### config.mk
export PLATFORM = sky130hd
export DESIGN_NAME = aabbcir_jobq
export DESIGN_NICKNAME = d
export VERILOG_FILES = /design/src/hdl/aabbcir_pkg.sv /design/src/hdl/aabbcir_jobq.sv
export SDC_FILE = /design/constraint.sdc
export NUM_CORES = 1
export LEC_CHECK = 0
export ABC_AREA = 1
export BUFFER_PORTS_ARGS = -buffer_cell sky130_fd_sc_hd__buf_2
export CAP_MARGIN = 15
export CORE_AREA = 3 3 220 222
export CTS_BUF_LIST = sky130_fd_sc_hd__clkbuf_4 sky130_fd_sc_hd__clkbuf_8 sky130_fd_sc_hd__clkbuf_16
export CTS_CLUSTER_DIAMETER = 80
export DETAILED_ROUTE_END_ITERATION = 6
export DIE_AREA = 0 0 223 225
export GPL_ROUTABILITY_DRIVEN = 0
export PLACE_DENSITY = 0.77
export SLEW_MARGIN = 10
export SYNTH_ARGS = -nofsm -noshare
export SYNTH_HDL_FRONTEND = slang
export SYNTH_SLANG_ARGS = --single-unit
### constraint.sdc
create_clock -name clk -period 36.1 [get_ports clk]
set_clock_uncertainty 0.2 [all_clocks]
set_input_delay 3.61 -clock clk [delete_from_list [all_inputs] [get_ports clk]]
set_output_delay 3.61 -clock clk [all_outputs]
set_load 0.02 [all_outputs]
### src/hdl/aabbcir_pkg.sv
// ----------------------------------------------------------------------------
// aabbcir_pkg: shared types and constants of the collision resolver
// Beat formats, the job record passed from front to back, and saturation.
// ----------------------------------------------------------------------------
package aabbcir_pkg;

	localparam int WORD_BITS = 32;
	localparam int FRAC_BITS = 16;
	localparam int BNC_BITS  = FRAC_BITS + 1;
	localparam int K_BITS    = FRAC_BITS + 2;
	localparam int MAG_BITS  = WORD_BITS + 1;
	localparam int PROD_BITS = MAG_BITS + K_BITS;
	localparam int NUM_BITS  = PROD_BITS + WORD_BITS;
	localparam int REM_BITS  = WORD_BITS + 1;
	localparam int CNT_BITS  = $clog2(NUM_BITS);

	typedef struct packed {
		logic                        second_body;
		logic signed [WORD_BITS-1:0] box_min_x;
		logic signed [WORD_BITS-1:0] box_max_x;
		logic signed [WORD_BITS-1:0] box_min_y;
		logic signed [WORD_BITS-1:0] box_max_y;
		logic signed [WORD_BITS-1:0] vel_x;
		logic signed [WORD_BITS-1:0] vel_y;
		logic [WORD_BITS-1:0]        body_mass;
		logic [BNC_BITS-1:0]         bounce;
		logic                        fixed_body;
	} in_beat_t;

	typedef struct packed {
		logic                        which_body;
		logic                        axis;
		logic signed [WORD_BITS-1:0] position_shift;
		logic                        velocity_valid;
		logic signed [WORD_BITS-1:0] new_velocity;
		logic                        last;
	} out_beat_t;

	typedef struct packed {
		logic                        axis;
		logic                        both;
		logic signed [WORD_BITS-1:0] shift_a;
		logic signed [WORD_BITS-1:0] shift_b;
		logic signed [WORD_BITS-1:0] vel_a;
		logic signed [WORD_BITS-1:0] vel_b;
		logic                        rel_neg;
		logic [MAG_BITS-1:0]         rel_mag;
		logic [K_BITS-1:0]           k;
		logic [WORD_BITS-1:0]        mass_a;
		logic [WORD_BITS-1:0]        mass_b;
		logic [WORD_BITS:0]          den;
	} job_t;

	// Clamp a value to the signed word range.
	function automatic logic signed [WORD_BITS-1:0] sat_word(
		input logic signed [WORD_BITS+2:0] v);
		logic signed [WORD_BITS+2:0] hi;
		logic signed [WORD_BITS+2:0] lo;
		hi = {4'b0000, {(WORD_BITS-1){1'b1}}};
		lo = {4'b1111, {(WORD_BITS-1){1'b0}}};
		if (v > hi) begin
			sat_word = hi[WORD_BITS-1:0];
		end else if (v < lo) begin
			sat_word = lo[WORD_BITS-1:0];
		end else begin
			sat_word = v[WORD_BITS-1:0];
		end
	endfunction

endpackage

### src/hdl/aabbcir_jobq.sv
// ----------------------------------------------------------------------------
// aabbcir_jobq: two-entry job queue
// Decouples the classifying front from the impulse back end.
// ----------------------------------------------------------------------------
module aabbcir_jobq (
	input  logic               clk,
	input  logic               arst_n,
	input  logic               push,
	input  aabbcir_pkg::job_t  din,
	output logic               full,
	input  logic               pop,
	output aabbcir_pkg::job_t  dout,
	output logic               empty
);

	aabbcir_pkg::job_t mem_q [2];
	logic              wr_ptr_q;
	logic              rd_ptr_q;
	logic [1:0]        cnt_q;
	logic              do_push;
	logic              do_pop;

	assign full    = (cnt_q == 2'd2);
	assign empty   = (cnt_q == 2'd0);
	assign do_push = push && !full;
	assign do_pop  = pop && !empty;
	assign dout    = mem_q[rd_ptr_q];

	always_ff @(posedge clk) begin
		if (do_push) begin
			mem_q[wr_ptr_q] <= din;
		end
	end

	always_ff @(posedge clk or negedge arst_n) begin
		if (!arst_n) begin
			wr_ptr_q <= 1'b0;
			rd_ptr_q <= 1'b0;
			cnt_q    <= 2'd0;
		end else begin
			if (do_push) begin
				wr_ptr_q <= !wr_ptr_q;
			end
			if (do_pop) begin
				rd_ptr_q <= !rd_ptr_q;
			end
			if (do_push && !do_pop) begin
				cnt_q <= cnt_q + 2'd1;
			end else if (do_pop && !do_push) begin
				cnt_q <= cnt_q - 2'd1;
			end
		end
	end

endmodule

# Word-level counts from Yosys, hierarchy flattened
# Memory sizes are Yosys's and may differ from the RTL's.
# Cells that the tools add are included.
dict set report totals {
  latchBits 0
  memories 1
  romBits 0
  word_cells 23
  reg_bits 4
  ram_bits 558
  input_bits 283
}
dict set report classes {
  reduce_logical 12
  n_eq_ne 1
  n_addsub 2
  muxes 4
  mul 0
  n_div 0
  n_lt_le_gt_ge 0
  bitwise 0
  shifts 0
}
# name depth width read_ports rd_clocked_by_memory_dff wr line_no
set mem_list {}
lappend mem_list {mem_q 2 279 1 0 1 aabbcir_jobq.sv:16} ;# aabbcir_pkg::job_t mem_q [2];
# cell count
set op_table {}
lappend op_table {{$logic_not A1 Y1} 6}
lappend op_table {{$logic_and A1 B1 Y1} 4}
lappend op_table {{$mux W2} 2}
lappend op_table {{$add A2 B1 Y2 const B} 1}
lappend op_table {{$eq A2 B2 Y1 const B} 1}
lappend op_table {{$logic_not A2 Y1} 1}
lappend op_table {{$mux W1} 2}
lappend op_table {{$reduce_bool A2 Y1} 1}
lappend op_table {{$sub A2 B1 Y2 const B} 1}

# Longest topological paths before layout
dict set report logic_depth {
  ltp_word 7
  depth_mapped 9
}

# Worst setup path after synthesis
# Ideal clock, no wire load.
dict set report synth_timing {
  path_kind {input to register}
  start {in push}
  end {mem mem_q[1][0] in the netlist's numbering (enable)}
  arrival_ns 15.268
  path_slack_ns 19.707
  required_time_ns 34.975
  stages 2
  path_buffers 0
  path_cell_list {o21ai_0 -> nor2_1}
}
dict set report synth_via {
  elab_chain_cells 3
}
# item line_no
set synth_lines {}
lappend synth_lines {{from (decl)} aabbcir_jobq.sv:8} ;# input logic push,
lappend synth_lines {{$logic_and A1 B1 Y1} aabbcir_jobq.sv:25} ;# assign do_push = push && !full;
lappend synth_lines {{$mux W1} aabbcir_jobq.sv:30} ;# if (do_push) begin
lappend synth_lines {{$mux W1 (implied by the code)} aabbcir_jobq.sv:31} ;# mem_q[wr_ptr_q] <= din;
lappend synth_lines {{to (decl)} aabbcir_jobq.sv:16}
# Every way passes these cells.

==> results.tsv <==
stage	metric	value	unit
yosys	synth-compound-area-share	0.0490	%
drt	drt_wl_total	52600	um
timing	period_minus_slack	7260	ps
job	cap_violations	0	
clock_tree	cts_setup_buffers	0	
placed_design	portBuffers	563	
yosys	synth_top_family_by_area	simple AND/OR/NAND/NOR gates	
clock_tree	cts.reportedPaths.clkPinSlew	60	ps
die	ios	564	
cells_and_area	syn2layout_area_growth	25.3	%
global_route	grt_overflow	0	
yosys	ys_top_cells_by_area	edfxtp_1 82%, nand2_1 16%, buf_2 0.81%, dfrtp_1 0.49%, buf_4 0.48%	
yosys	synth_cell_types	15	
clock_tree	postCtsHoldBufs	0	
yosys	syn_inst	1488	
global_route	antenna_found_initial	15	
yosys	yosys.area_share.adder	0.0612	%
clock_tree	cts_buffer_depth	3	
setup_path	worstSetupPathType	flip-flop to output pin	
yosys	yosysTopAreaCell	edfxtp_1	
global_route	grt_pass1_vias	13219	
yosys	synth-simple-area-share	15.7	%
power_and_ir_drop	leakagePower	11.0	nW
power_and_ir_drop	power_density	89.3	mW/mm^2
drt	drc	0	
timing	hold_viol	0	
clock_tree	clock-sinks	562	
placed_design	dpl_cell_area	0.0238	mm^2
yosys	synth_top_area_share	82.0	%
drt	viasPerCell	4.92	
yosys	synthXorXnorAreaFrac	0.0428	%
clock_tree	cts_tree	built	
timing	setup_viol	0	
cells_and_area	finalNetCount	2342	
power_and_ir_drop	ir_drop	0.0965	mV
die	core	0.0466	mm^2
yosys	synthMuxAreaShare	0	%
placed_design	hpwlAfterDp	35500	um
setup_path	reg2reg_depth	5	
timing	slew_headroom	26.9	%
setup_path	cp_data_arrival_time	3450	ps
setup_path	crit_path_end_kind	output pin	
cells_and_area	fillerInstances	3705	
clock_tree	cts_resized	0	
yosys	ys_seq_elements	562	
setup_path	required	32290	ps
timing	fmax	138	MHz
drt	route.vias.total	13381	
yosys	yosysWarnings	0	
die	rows	79	
worst_hold_path	min_path_type	flip-flop to flip-flop	
clock_tree	worstSkewPairLatency	580	ps
drt	ant_nets	0	
yosys	synth-seq-area-share	82.4	%
run_status	status	completed	
yosys	synth_nets	1772	
cells_and_area	drive_above_1_share	31.8	%
die	die_h	225	um
clock_tree	cts.htree.levels	2	
timing	tns	0	ps
timing	fin_crit_sh	20.1	%
setup_path	cp_max_fo	88	
die	die_w	223	um
die	start_util	43.9	%
clock_tree	cts_buffers	55	
timing	drv_slew	0	
global_route	grt_max_degree	136	
drt	firstDrtPassIters	5	
drt	first_iter_violations	1040	
yosys	avgSynthCellArea	13.7	um^2
global_route	grt_pass1_wl	77300	um
drt	detail_route.wl_per_cell	19.4	um
die	die_area	0.0502	mm^2
worst_hold_path	whs_path_depth	2	
cells_and_area	final_cell_area	0.0256	mm^2
timing	rsz0062_at_grt	no	
clock_tree	clockRootBuffer	clkbuf_16	
timing	tightest_slew	1100	ps
setup_path	worst_setup_path_start_kind	flip-flop	
global_route	gr-usage-all-layers	20.1	%
yosys	netlist_area	0.0204	mm^2
==> sequential cells by signal, indices dropped and copies added, names as in the netlist <==
| register | count |
|---|---|
| cnt_q | 2 |
| mem_q | 558 |
| rd_ptr_q | 1 |
| wr_ptr_q | 1 |
==> area by class of cell <==
type	instances	area [um^2]	area share [%]
flip-flops and latches	562	16900	65.8
multi-input cells	857	3250	12.7
repair buffers	574	2900	11.3
clock buffers	57	1390	5.43
well taps	607	759	2.96
clock inverters	46	404	1.58
inverters	8	45.0	0.176
diodes	6	15.0	0.0586
==> kinds of logic (layout without fill, tap and decap cells) <==
kind of cell	count (synthesis)	after routing
AOI/OAI and AO/OA	2	2
DFF	562	562
adders and majority gates	1	1
xor gates and xnor gates	1	1
other	0	6
buffers and inverters	69	685
and+or+nand+nor	853	853
==> per-stage QoR <==
| step | power, mW | hold slack, ps | cells | utilization (%) | setup slack (ps) |
|---|---|---|---|---|---|
| floorplan | 1.50 | 249 | 1488 | - | 19710 |
| global placement | 1.73 | 272 | 2608 | 51.1 | 29590 |
| detailed placement | 1.74 | 308 | 2608 | 51.1 | 29550 |
| CTS | 2.31 | 324 | 2711 | 55.0 | 28840 |
| global route | 2.40 | 340 | 2715 | 55.0 | 28630 |
| finish | 2.29 | 329 | 2717 | 55.0 | 28840 |
==> final timing paths <==
| path | startpoint | to | slack [ps] |
|---|---|---|---|
| min in group asynchronous | arst_n | wr_ptr_q | 2620 |
| worst max register to register | cnt_q[1] | mem_q[1][123] | 32770 |
| worst min-delay path | wr_ptr_q | wr_ptr_q | 330 |
| worst min register to register | wr_ptr_q | wr_ptr_q | 330 |
| max in group asynchronous | arst_n | rd_ptr_q | 32940 |
| worst max-delay path | rd_ptr_q | dout[150] | 28840 |
==> Yosys cell counts (all sizes together) <==
library cell and instances:
nand2 846, o21ai 2, edfxtp 558, nand4 1
nand3 1, nor2 4, clkbuf 15, dfrtp 4
inv 8, buf 46, nand3b 1, ha 1
xnor2 1
==> layer usage <==
layer	GRT usage, %	vias up	wire length [um]
li1	-	6191	-
met1	23.2	6440	18300
met2	36.6	670	28000
met3	6.54	70	5290
met4	4.55	10	936
met5	0	-	53
==> where the power goes <==
group | switching [mW] | internal, mW | leakage (nW) | total [mW]
clock | 0.237 | 0.324 | 0.900 | 0.561
sequential | 0.0400 | 0.892 | 5.24 | 0.932
combinational | 0.595 | 0.201 | 4.87 | 0.796
total | 0.872 | 1.42 | 11.0 | 2.29
==> layout by cell type (no fill, tap or decap) <==
| cell | n |
|---|---|
| dfrtp_1 | 3 |
| nand3_1 | 1 |
| nor2_4 | 1 |
| nand3b_1 | 1 |
| clkinvlp_4 | 2 |
| diode_2 | 6 |
| inv_1 | 6 |
| clkbuf_16 | 55 |
| xnor2_1 | 1 |
| nand4_1 | 1 |
| edfxtp_1 | 558 |
| nand2_1 | 846 |
| clkinv_4 | 3 |
| dfrtp_4 | 1 |
| inv_6 | 4 |
| clkinv_2 | 19 |
| ha_1 | 1 |
| clkinv_1 | 11 |
| bufinv_16 | 6 |
| nor2_1 | 3 |
| clkbuf_4 | 2 |
| buf_2 | 563 |
| inv_8 | 3 |
| o21ai_0 | 2 |
| buf_4 | 11 |
==> worst max-delay path, cell delays in order, from the launching register on <==
cell	delay, ps
dfrtp_4	650
buf_4	690
buf_4	870
nand2_1	180
nand2_1	150
buf_2	170
Note: power is estimated with default switching activity, not from simulation.
