File: src/hdl/aabbcir_pkg.sv
// ----------------------------------------------------------------------------
// aabbcir_pkg: shared types and constants of the collision resolver
// Beat formats, the job record passed from front to back, and saturation.
// ----------------------------------------------------------------------------
package aabbcir_pkg;

	localparam int WORD_BITS = 32;
	localparam int FRAC_BITS = 16;
	localparam int BNC_BITS  = FRAC_BITS + 1;
	localparam int K_BITS    = FRAC_BITS + 2;
	localparam int MAG_BITS  = WORD_BITS + 1;
	localparam int PROD_BITS = MAG_BITS + K_BITS;
	localparam int NUM_BITS  = PROD_BITS + WORD_BITS;
	localparam int REM_BITS  = WORD_BITS + 1;
	localparam int CNT_BITS  = $clog2(NUM_BITS);

	typedef struct packed {
		logic                        second_body;
		logic signed [WORD_BITS-1:0] box_min_x;
		logic signed [WORD_BITS-1:0] box_max_x;
		logic signed [WORD_BITS-1:0] box_min_y;
		logic signed [WORD_BITS-1:0] box_max_y;
		logic signed [WORD_BITS-1:0] vel_x;
		logic signed [WORD_BITS-1:0] vel_y;
		logic [WORD_BITS-1:0]        body_mass;
		logic [BNC_BITS-1:0]         bounce;
		logic                        fixed_body;
	} in_beat_t;

	typedef struct packed {
		logic                        which_body;
		logic                        axis;
		logic signed [WORD_BITS-1:0] position_shift;
		logic                        velocity_valid;
		logic signed [WORD_BITS-1:0] new_velocity;
		logic                        last;
	} out_beat_t;

	typedef struct packed {
		logic                        axis;
		logic                        both;
		logic signed [WORD_BITS-1:0] shift_a;
		logic signed [WORD_BITS-1:0] shift_b;
		logic signed [WORD_BITS-1:0] vel_a;
		logic signed [WORD_BITS-1:0] vel_b;
		logic                        rel_neg;
		logic [MAG_BITS-1:0]         rel_mag;
		logic [K_BITS-1:0]           k;
		logic [WORD_BITS-1:0]        mass_a;
		logic [WORD_BITS-1:0]        mass_b;
		logic [WORD_BITS:0]          den;
	} job_t;

	// Clamp a value to the signed word range.
	function automatic logic signed [WORD_BITS-1:0] sat_word(
		input logic signed [WORD_BITS+2:0] v);
		logic signed [WORD_BITS+2:0] hi;
		logic signed [WORD_BITS+2:0] lo;
		hi = {4'b0000, {(WORD_BITS-1){1'b1}}};
		lo = {4'b1111, {(WORD_BITS-1){1'b0}}};
		if (v > hi) begin
			sat_word = hi[WORD_BITS-1:0];
		end else if (v < lo) begin
			sat_word = lo[WORD_BITS-1:0];
		end else begin
			sat_word = v[WORD_BITS-1:0];
		end
	endfunction

endpackage

File: src/hdl/aabbcir_front.sv
// ----------------------------------------------------------------------------
// aabbcir_front: body intake and contact classification
// Holds body A, forms overlaps on body B and builds one job per pair.
// ----------------------------------------------------------------------------
module aabbcir_front (
	input  logic                  clk,
	input  logic                  arst_n,
	input  logic                  push,
	output logic                  full,
	input  aabbcir_pkg::in_beat_t body,
	output logic                  job_push,
	output aabbcir_pkg::job_t     job,
	input  logic                  job_full
);

	localparam int W = aabbcir_pkg::WORD_BITS;
	localparam int F = aabbcir_pkg::FRAC_BITS;
	localparam int B = aabbcir_pkg::BNC_BITS;

	logic signed [W-1:0] held_min_x_q, held_max_x_q, held_min_y_q, held_max_y_q;
	logic signed [W-1:0] held_vel_x_q, held_vel_y_q;
	logic [W-1:0]        held_mass_q;
	logic [B-1:0]        held_bounce_q;
	logic                held_static_q;

	logic                valid_s1;
	logic signed [W:0]   ox_s1, oy_s1;
	logic                less_x_s1, less_y_s1;
	logic signed [W-1:0] va_x_s1, va_y_s1, vb_x_s1, vb_y_s1;
	logic [W-1:0]        ma_s1, mb_s1;
	logic [B-1:0]        ba_s1, bb_s1;
	logic                sta_s1, stb_s1;

	logic                accept;
	logic signed [W-1:0] lo_x, hi_x, lo_y, hi_y;
	logic signed [W:0]   ov, ov_adj, half, sa, neg_sa, rel;
	logic                axis;
	logic signed [W-1:0] va, vb;
	logic [B:0]          bsum;

	assign full     = valid_s1 && job_full;
	assign accept   = push && !full;
	assign job_push = valid_s1 && !job_full;

	// Overlap of the two boxes on each axis, from the held box and the incoming one.
	always_comb begin
		hi_x = (held_max_x_q < body.box_max_x) ? held_max_x_q : body.box_max_x;
		lo_x = (held_min_x_q > body.box_min_x) ? held_min_x_q : body.box_min_x;
		hi_y = (held_max_y_q < body.box_max_y) ? held_max_y_q : body.box_max_y;
		lo_y = (held_min_y_q > body.box_min_y) ? held_min_y_q : body.box_min_y;
	end

	always_ff @(posedge clk or negedge arst_n) begin
		if (!arst_n) begin
			held_min_x_q  <= '0;
			held_max_x_q  <= '0;
			held_min_y_q  <= '0;
			held_max_y_q  <= '0;
			held_vel_x_q  <= '0;
			held_vel_y_q  <= '0;
			held_mass_q   <= '0;
			held_bounce_q <= '0;
			held_static_q <= 1'b0;
			valid_s1      <= 1'b0;
		end else begin
			if (accept && !body.second_body) begin
				held_min_x_q  <= body.box_min_x;
				held_max_x_q  <= body.box_max_x;
				held_min_y_q  <= body.box_min_y;
				held_max_y_q  <= body.box_max_y;
				held_vel_x_q  <= body.vel_x;
				held_vel_y_q  <= body.vel_y;
				held_mass_q   <= body.body_mass;
				held_bounce_q <= body.bounce;
				held_static_q <= body.fixed_body;
			end
			if (accept && body.second_body) begin
				valid_s1 <= 1'b1;
			end else if (job_push) begin
				valid_s1 <= 1'b0;
			end
		end
	end

	always_ff @(posedge clk) begin
		if (accept && body.second_body) begin
			ox_s1     <= {hi_x[W-1], hi_x} - {lo_x[W-1], lo_x};
			oy_s1     <= {hi_y[W-1], hi_y} - {lo_y[W-1], lo_y};
			less_x_s1 <= held_min_x_q < body.box_min_x;
			less_y_s1 <= held_min_y_q < body.box_min_y;
			va_x_s1   <= held_vel_x_q;
			va_y_s1   <= held_vel_y_q;
			vb_x_s1   <= body.vel_x;
			vb_y_s1   <= body.vel_y;
			ma_s1     <= held_mass_q;
			mb_s1     <= body.body_mass;
			ba_s1     <= held_bounce_q;
			bb_s1     <= body.bounce;
			sta_s1    <= held_static_q;
			stb_s1    <= body.fixed_body;
		end
	end

	// Axis choice, half-overlap shifts and the operands of the impulse.
	always_comb begin
		axis   = !(ox_s1 < oy_s1);
		ov     = axis ? oy_s1 : ox_s1;
		ov_adj = ov + {{W{1'b0}}, ov[W]};
		half   = ov_adj >>> 1;
		sa     = (axis ? less_y_s1 : less_x_s1) ? -half : half;
		neg_sa = -sa;
		va     = axis ? va_y_s1 : va_x_s1;
		vb     = axis ? vb_y_s1 : vb_x_s1;
		rel    = {va[W-1], va} - {vb[W-1], vb};
		bsum   = {1'b0, ba_s1} + {1'b0, bb_s1};

		job.axis    = axis;
		job.both    = !sta_s1 && !stb_s1;
		job.shift_a = sta_s1 ? '0 : aabbcir_pkg::sat_word({{2{sa[W]}}, sa});
		job.shift_b = stb_s1 ? '0 : aabbcir_pkg::sat_word({{2{neg_sa[W]}}, neg_sa});
		job.vel_a   = va;
		job.vel_b   = vb;
		job.rel_neg = rel[W];
		job.rel_mag = rel[W] ? $unsigned(-rel) : $unsigned(rel);
		job.k       = {2'b01, {F{1'b0}}} + {1'b0, bsum[B:1]};
		job.mass_a  = ma_s1;
		job.mass_b  = mb_s1;
		job.den     = {1'b0, ma_s1} + {1'b0, mb_s1};
	end

endmodule

File: config.mk
export PLATFORM = sky130hd
export DESIGN_NAME = aabbcir_front
export DESIGN_NICKNAME = d
export VERILOG_FILES = /design/src/hdl/aabbcir_pkg.sv /design/src/hdl/aabbcir_front.sv
export SDC_FILE = /design/constraint.sdc
export NUM_CORES = 1
export LEC_CHECK = 0
export ABC_AREA = 1
export BUFFER_PORTS_ARGS = -buffer_cell sky130_fd_sc_hd__buf_2
export CAP_MARGIN = 10
export CORE_UTILIZATION = 55
export DETAILED_ROUTE_END_ITERATION = 8
export GPL_TIMING_DRIVEN = 0
export PLACE_DENSITY = 0.82
export SYNTH_ARGS = -nofsm -noshare
export SYNTH_HDL_FRONTEND = slang
export SYNTH_SLANG_ARGS = --single-unit
File: constraint.sdc
create_clock -name clk -period 26.7 [get_ports clk]
set_input_delay 4.005 -clock clk [delete_from_list [all_inputs] [get_ports clk]]
set_output_delay 4.005 -clock clk [all_outputs]
set_load 0.03 [all_outputs]
======== After elaboration in Yosys (flattened, before gate mapping) ========
Cells that the tools add are included.
storage, ports and cells
  bits in registers ....................... 539
  input port bits ......................... 247
  output and inout bits ................... 281
  logic and storage cells ................. 76
operators by class
  $add $sub $neg .......................... 10
  $lt $le $gt $ge ......................... 11
  multiplexer cells ....................... 18
  reductions and logical operators ........ 13
operators by type and width
  operator                                                         number
  2-to-1 mux 32 bit                                                12
  < comparator 32 bit                                              4
  2-to-1 mux 33 bit                                                3
  subtractor 32 x 32 -> 33 bit                                     3
  greater-than comparator 33 x 32 -> 1 bit, second input constant  2
  < comparator 33 x 32 -> 1 bit, second input constant             2
  negation 33 bit                                                  2
  greater-than comparator 32 bit                                   2
  adder 32 x 32 -> 33 bit                                          1
  adder 33 x 1 -> 33 bit                                           1
  < comparator 33 bit                                              1
  negation 32 -> 33 bit                                            1
  adder 17 x 17 -> 18 bit                                          1
  adder 17 x 17 -> 18 bit, first input constant                    1
  logical AND 1 bit                                                6
  logical NOT 1 bit                                                6
  2-to-1 mux 1 bit                                                 3
  nonzero test 2 bit                                               1

======== Longest topological paths before layout ========
  depth after elaboration ................. 10
  depth in mapped cells ................... 51
  depth with buffers taken out ............ 50

======== Least setup slack after synthesis ========
No wires, ideal clock.
  path type ............................... in2reg
  start point ............................. input job_full
  end point ............................... register ba_s1[0], enable pin
  setup time .............................. 1.315 ns
  arrival time ............................ 24.180 ns
  required time ........................... 25.385 ns
  path slack .............................. 1.205 ns
  stages on the path ...................... 3
  buffers on the path ..................... 0
  cell sequence ........................... nand2_1 > inv_1 > nor3_1
between the ends
  cells in the longest elaborated chain, start to end .. 4
ends and longest elaborated chain
  element               line                 RTL
  from (decl)           aabbcir_front.sv:13  input logic job_full
  logical AND 1 bit     aabbcir_front.sv:41  assign full = valid_s1 && job_full;
  via full              aabbcir_front.sv:9   output logic full,
  logical NOT 1 bit     aabbcir_front.sv:42  assign accept = push && !full;
  logical AND 1 bit     aabbcir_front.sv:42
  logical AND 1 bit     aabbcir_front.sv:86  if (accept && body.second_body) begin
  to (signal assigned)  aabbcir_front.sv:97  ba_s1 <= held_bounce_q;
  to (decl)             aabbcir_front.sv:31  logic [B-1:0] ba_s1, bb_s1;
The timed path passes the listed nets, and every way through them passes these cells.
A chain may end at the register's enable or synchronous reset.

==> impl_metrics.json <==
{
  "status": "finished clean",
  "cts.reportedPaths.clkPinSlew_ns": 0.06,
  "cp_common_cell": "nand2_1",
  "yosys.area.top_type": "edfxtp_1",
  "syn_avg_cell_area_um2": 8.51,
  "slew_headroom_pct": 23.7,
  "synthCells": 4164,
  "grt_pass1_vias": 30100,
  "vias": 31500,
  "cts_resized": 0,
  "cp_slowest_stage_delay_ns": 0.68,
  "drt_first_pass_iters": 7,
  "die_h_um": 256,
  "start_util_pct": 56.0,
  "multi_input_area_mm2": 0.0182,
  "slew_violations": 0,
  "setup_viol": 0,
  "drtAntennaViolNets": 0,
  "met3_usage_pct": 5.27,
  "rsz0062_at_grt": "no",
  "grt-busiest-layer": "met2",
  "clkLatencyLatePin_ns": 0.64,
  "final_nets": 5337,
  "ys_top_cells_by_area": "edfxtp_1, dfrtp_1, nand2_1, ha_1, o21ai_0",
  "worstSetupStartpointType": "flip-flop",
  "grt_overflow_total": 0,
  "area_growth_pct": 17.2,
  "cp.arrival_ns": 9.42,
  "maxCapViolCount": 0,
  "netlist.area_leader.share_pct": 25.1,
  "ys_seq_area_share_pct": 42.2,
  "htree_levels": 2,
  "hold_viol": 0,
  "nFillCells": 5187,
  "dieArea_mm2": 0.0654,
  "r2r_cells": 39,
  "crit_family": "simple AND/OR/NAND/NOR gates",
  "synthArstFlopShare_pct": 45.1,
  "hpwl_um": 85100,
  "final_common_cell": "nand2_1",
  "seqCellArea_mm2": 0.0150,
  "cp.required_ns": 22.69,
  "post_cts_buffers": 0,
  "coreArea_mm2": 0.0633,
  "viasPerCell": 5.54,
  "crit_path_end_kind": "output pin",
  "criticalPathCategory": "flip-flop to output pin",
  "cpMaxStageDelayCell": "clkbuf_1",
  "die_x_um": 256,
  "yosysWarnings": 0,
  "cp_num_buf_inv": 10,
  "ys_seq_elements": 539,
  "skew_ns": 0.0377,
  "drive_above_1_share_pct": 19.9,
  "synth_nets": 4724,
  "period_share_pct": 50.3,
  "cts_tree": "built",
  "globalRouteTotalUtil_pct": 32.0,
  "hold_depth": 0,
  "fmax_mhz": 74.5,
  "crit_fanout": 10,
  "ys.flop_type": "edfxtp_1",
  "pin_count": 528,
  "clk_path_buf_depth": 3,
  "syn_area_mm2": 0.0354,
  "period_minus_slack_ns": 13.42,
  "final_cell_mix": "nand2_1, buf_2, inv_1",
  "grt_max_degree": 101,
  "cp.depth": 41,
  "gp_congestion": 0.948,
  "use_met2_pct": 53.0,
  "use_met1_pct": 40.2,
  "antenna_found_initial": 28,
  "cts_buffers": 56,
  "synth-edff-count": 296,
  "wire_per_inst_um": 18.7,
  "tightest_slew_ns": 1.14,
  "clock_sinks": 539,
  "hp-class": "flip-flop to flip-flop",
  "netlist-cell-type-count": 60,
  "port_buffers": 527,
  "wirelength_um": 107000,
  "route.detailed.drc": 0,
  "drtIter0Drc": 2650,
  "fin_hold_ws_ns": 0.421,
  "num_rows": 92,
  "cts_hold_buf": 0,
  "clock-root-buffer": "clkbuf_16",
  "grt_pass1_wl_um": 165000
}
## layout make-up
class	count	area share (%)
buffer	114	1.31
clock inverter	33	1.05
inverter	473	4.27
sequential	539	36.0
antenna	26	0.157
timing repair buffer	555	7.25
multi-input combinational	3038	43.7
clock buffer	73	3.67
tap	846	2.55
## through the flow
stage          utilization [%]  TNS [ns]  std cells  setup slack [ns]  cell area (um^2)
3_5_place_dp              62.4         0       5565             14.04             39500
4_1_cts                   65.5         0       5671             13.32             41500
5_1_grt                   65.6         0       5694             12.61             41500
6_report                  65.6         0       5697             13.28             41500
3_3_place_gp              61.8  -1756.87       5537             -5.98             39100
2_1_floorplan                -         0       4164              1.20             35400
## cells in the mapped netlist (all sizes together) (51+ instances only)
library cell	number
nand2	1115
inv	470
o21ai	382
ha	308
edfxtp	296
a21oi	292
nor2	267
dfrtp	243
nand3	151
xor2	127
mux2	114
clkbuf	90
xnor2	51
## registers in the layout, indices dropped and copies added, names as in the netlist, 17 cells and up
| register | count |
|---|---|
| ba_s1 | 17 |
| bb_s1 | 17 |
| held_bounce_q | 17 |
| held_mass_q | 32 |
| held_max_x_q | 32 |
| held_max_y_q | 32 |
| held_min_x_q | 32 |
| held_min_y_q | 32 |
| held_vel_x_q | 32 |
| held_vel_y_q | 32 |
| ma_s1 | 32 |
| mb_s1 | 32 |
| ox_s1 | 33 |
| oy_s1 | 33 |
| va_x_s1 | 32 |
| va_y_s1 | 32 |
| vb_x_s1 | 32 |
| vb_y_s1 | 32 |
## routing by layer
metal / routed length [um] / share of wire [%]
met1: 43400 / 41
met2: 50000 / 47
met3: 7270 / 6.8
met4: 5980 / 5.6
met5: 39 / 0.037
## worst paths after layout
kind / from / endpoint / slack, ns
hold reg to reg: held_vel_y_q[21] / va_y_s1[21] / 0.42
min in group asynchronous: arst_n / held_max_y_q[16] / 3.28
hold / removal: held_vel_y_q[21] / va_y_s1[21] / 0.42
setup / recovery: ox_s1[32] / job[145] / 13.28
setup reg to reg: held_min_y_q[31] / oy_s1[32] / 19.56
max in group asynchronous: arst_n / held_vel_y_q[10] / 22.02
## cell families (layout without fill, tap and decap cells)
logic type	count (synthesis)	after routing	synth area share (%)
AO/OA/AOI/OAI	751	751	11.5
XOR/XNOR	178	178	4.42
adder cells (fa/ha/maj)	313	313	11.2
buffers and inverters	587	1248	6.54
flip-flops	539	539	42.2
multiplexers	114	114	3.62
other	0	26	0
AND/OR/NAND/NOR	1682	1682	20.5
Power is not shown: default switching activity piles up to over one toggle a cycle in this logic, so the estimate is an artifact.
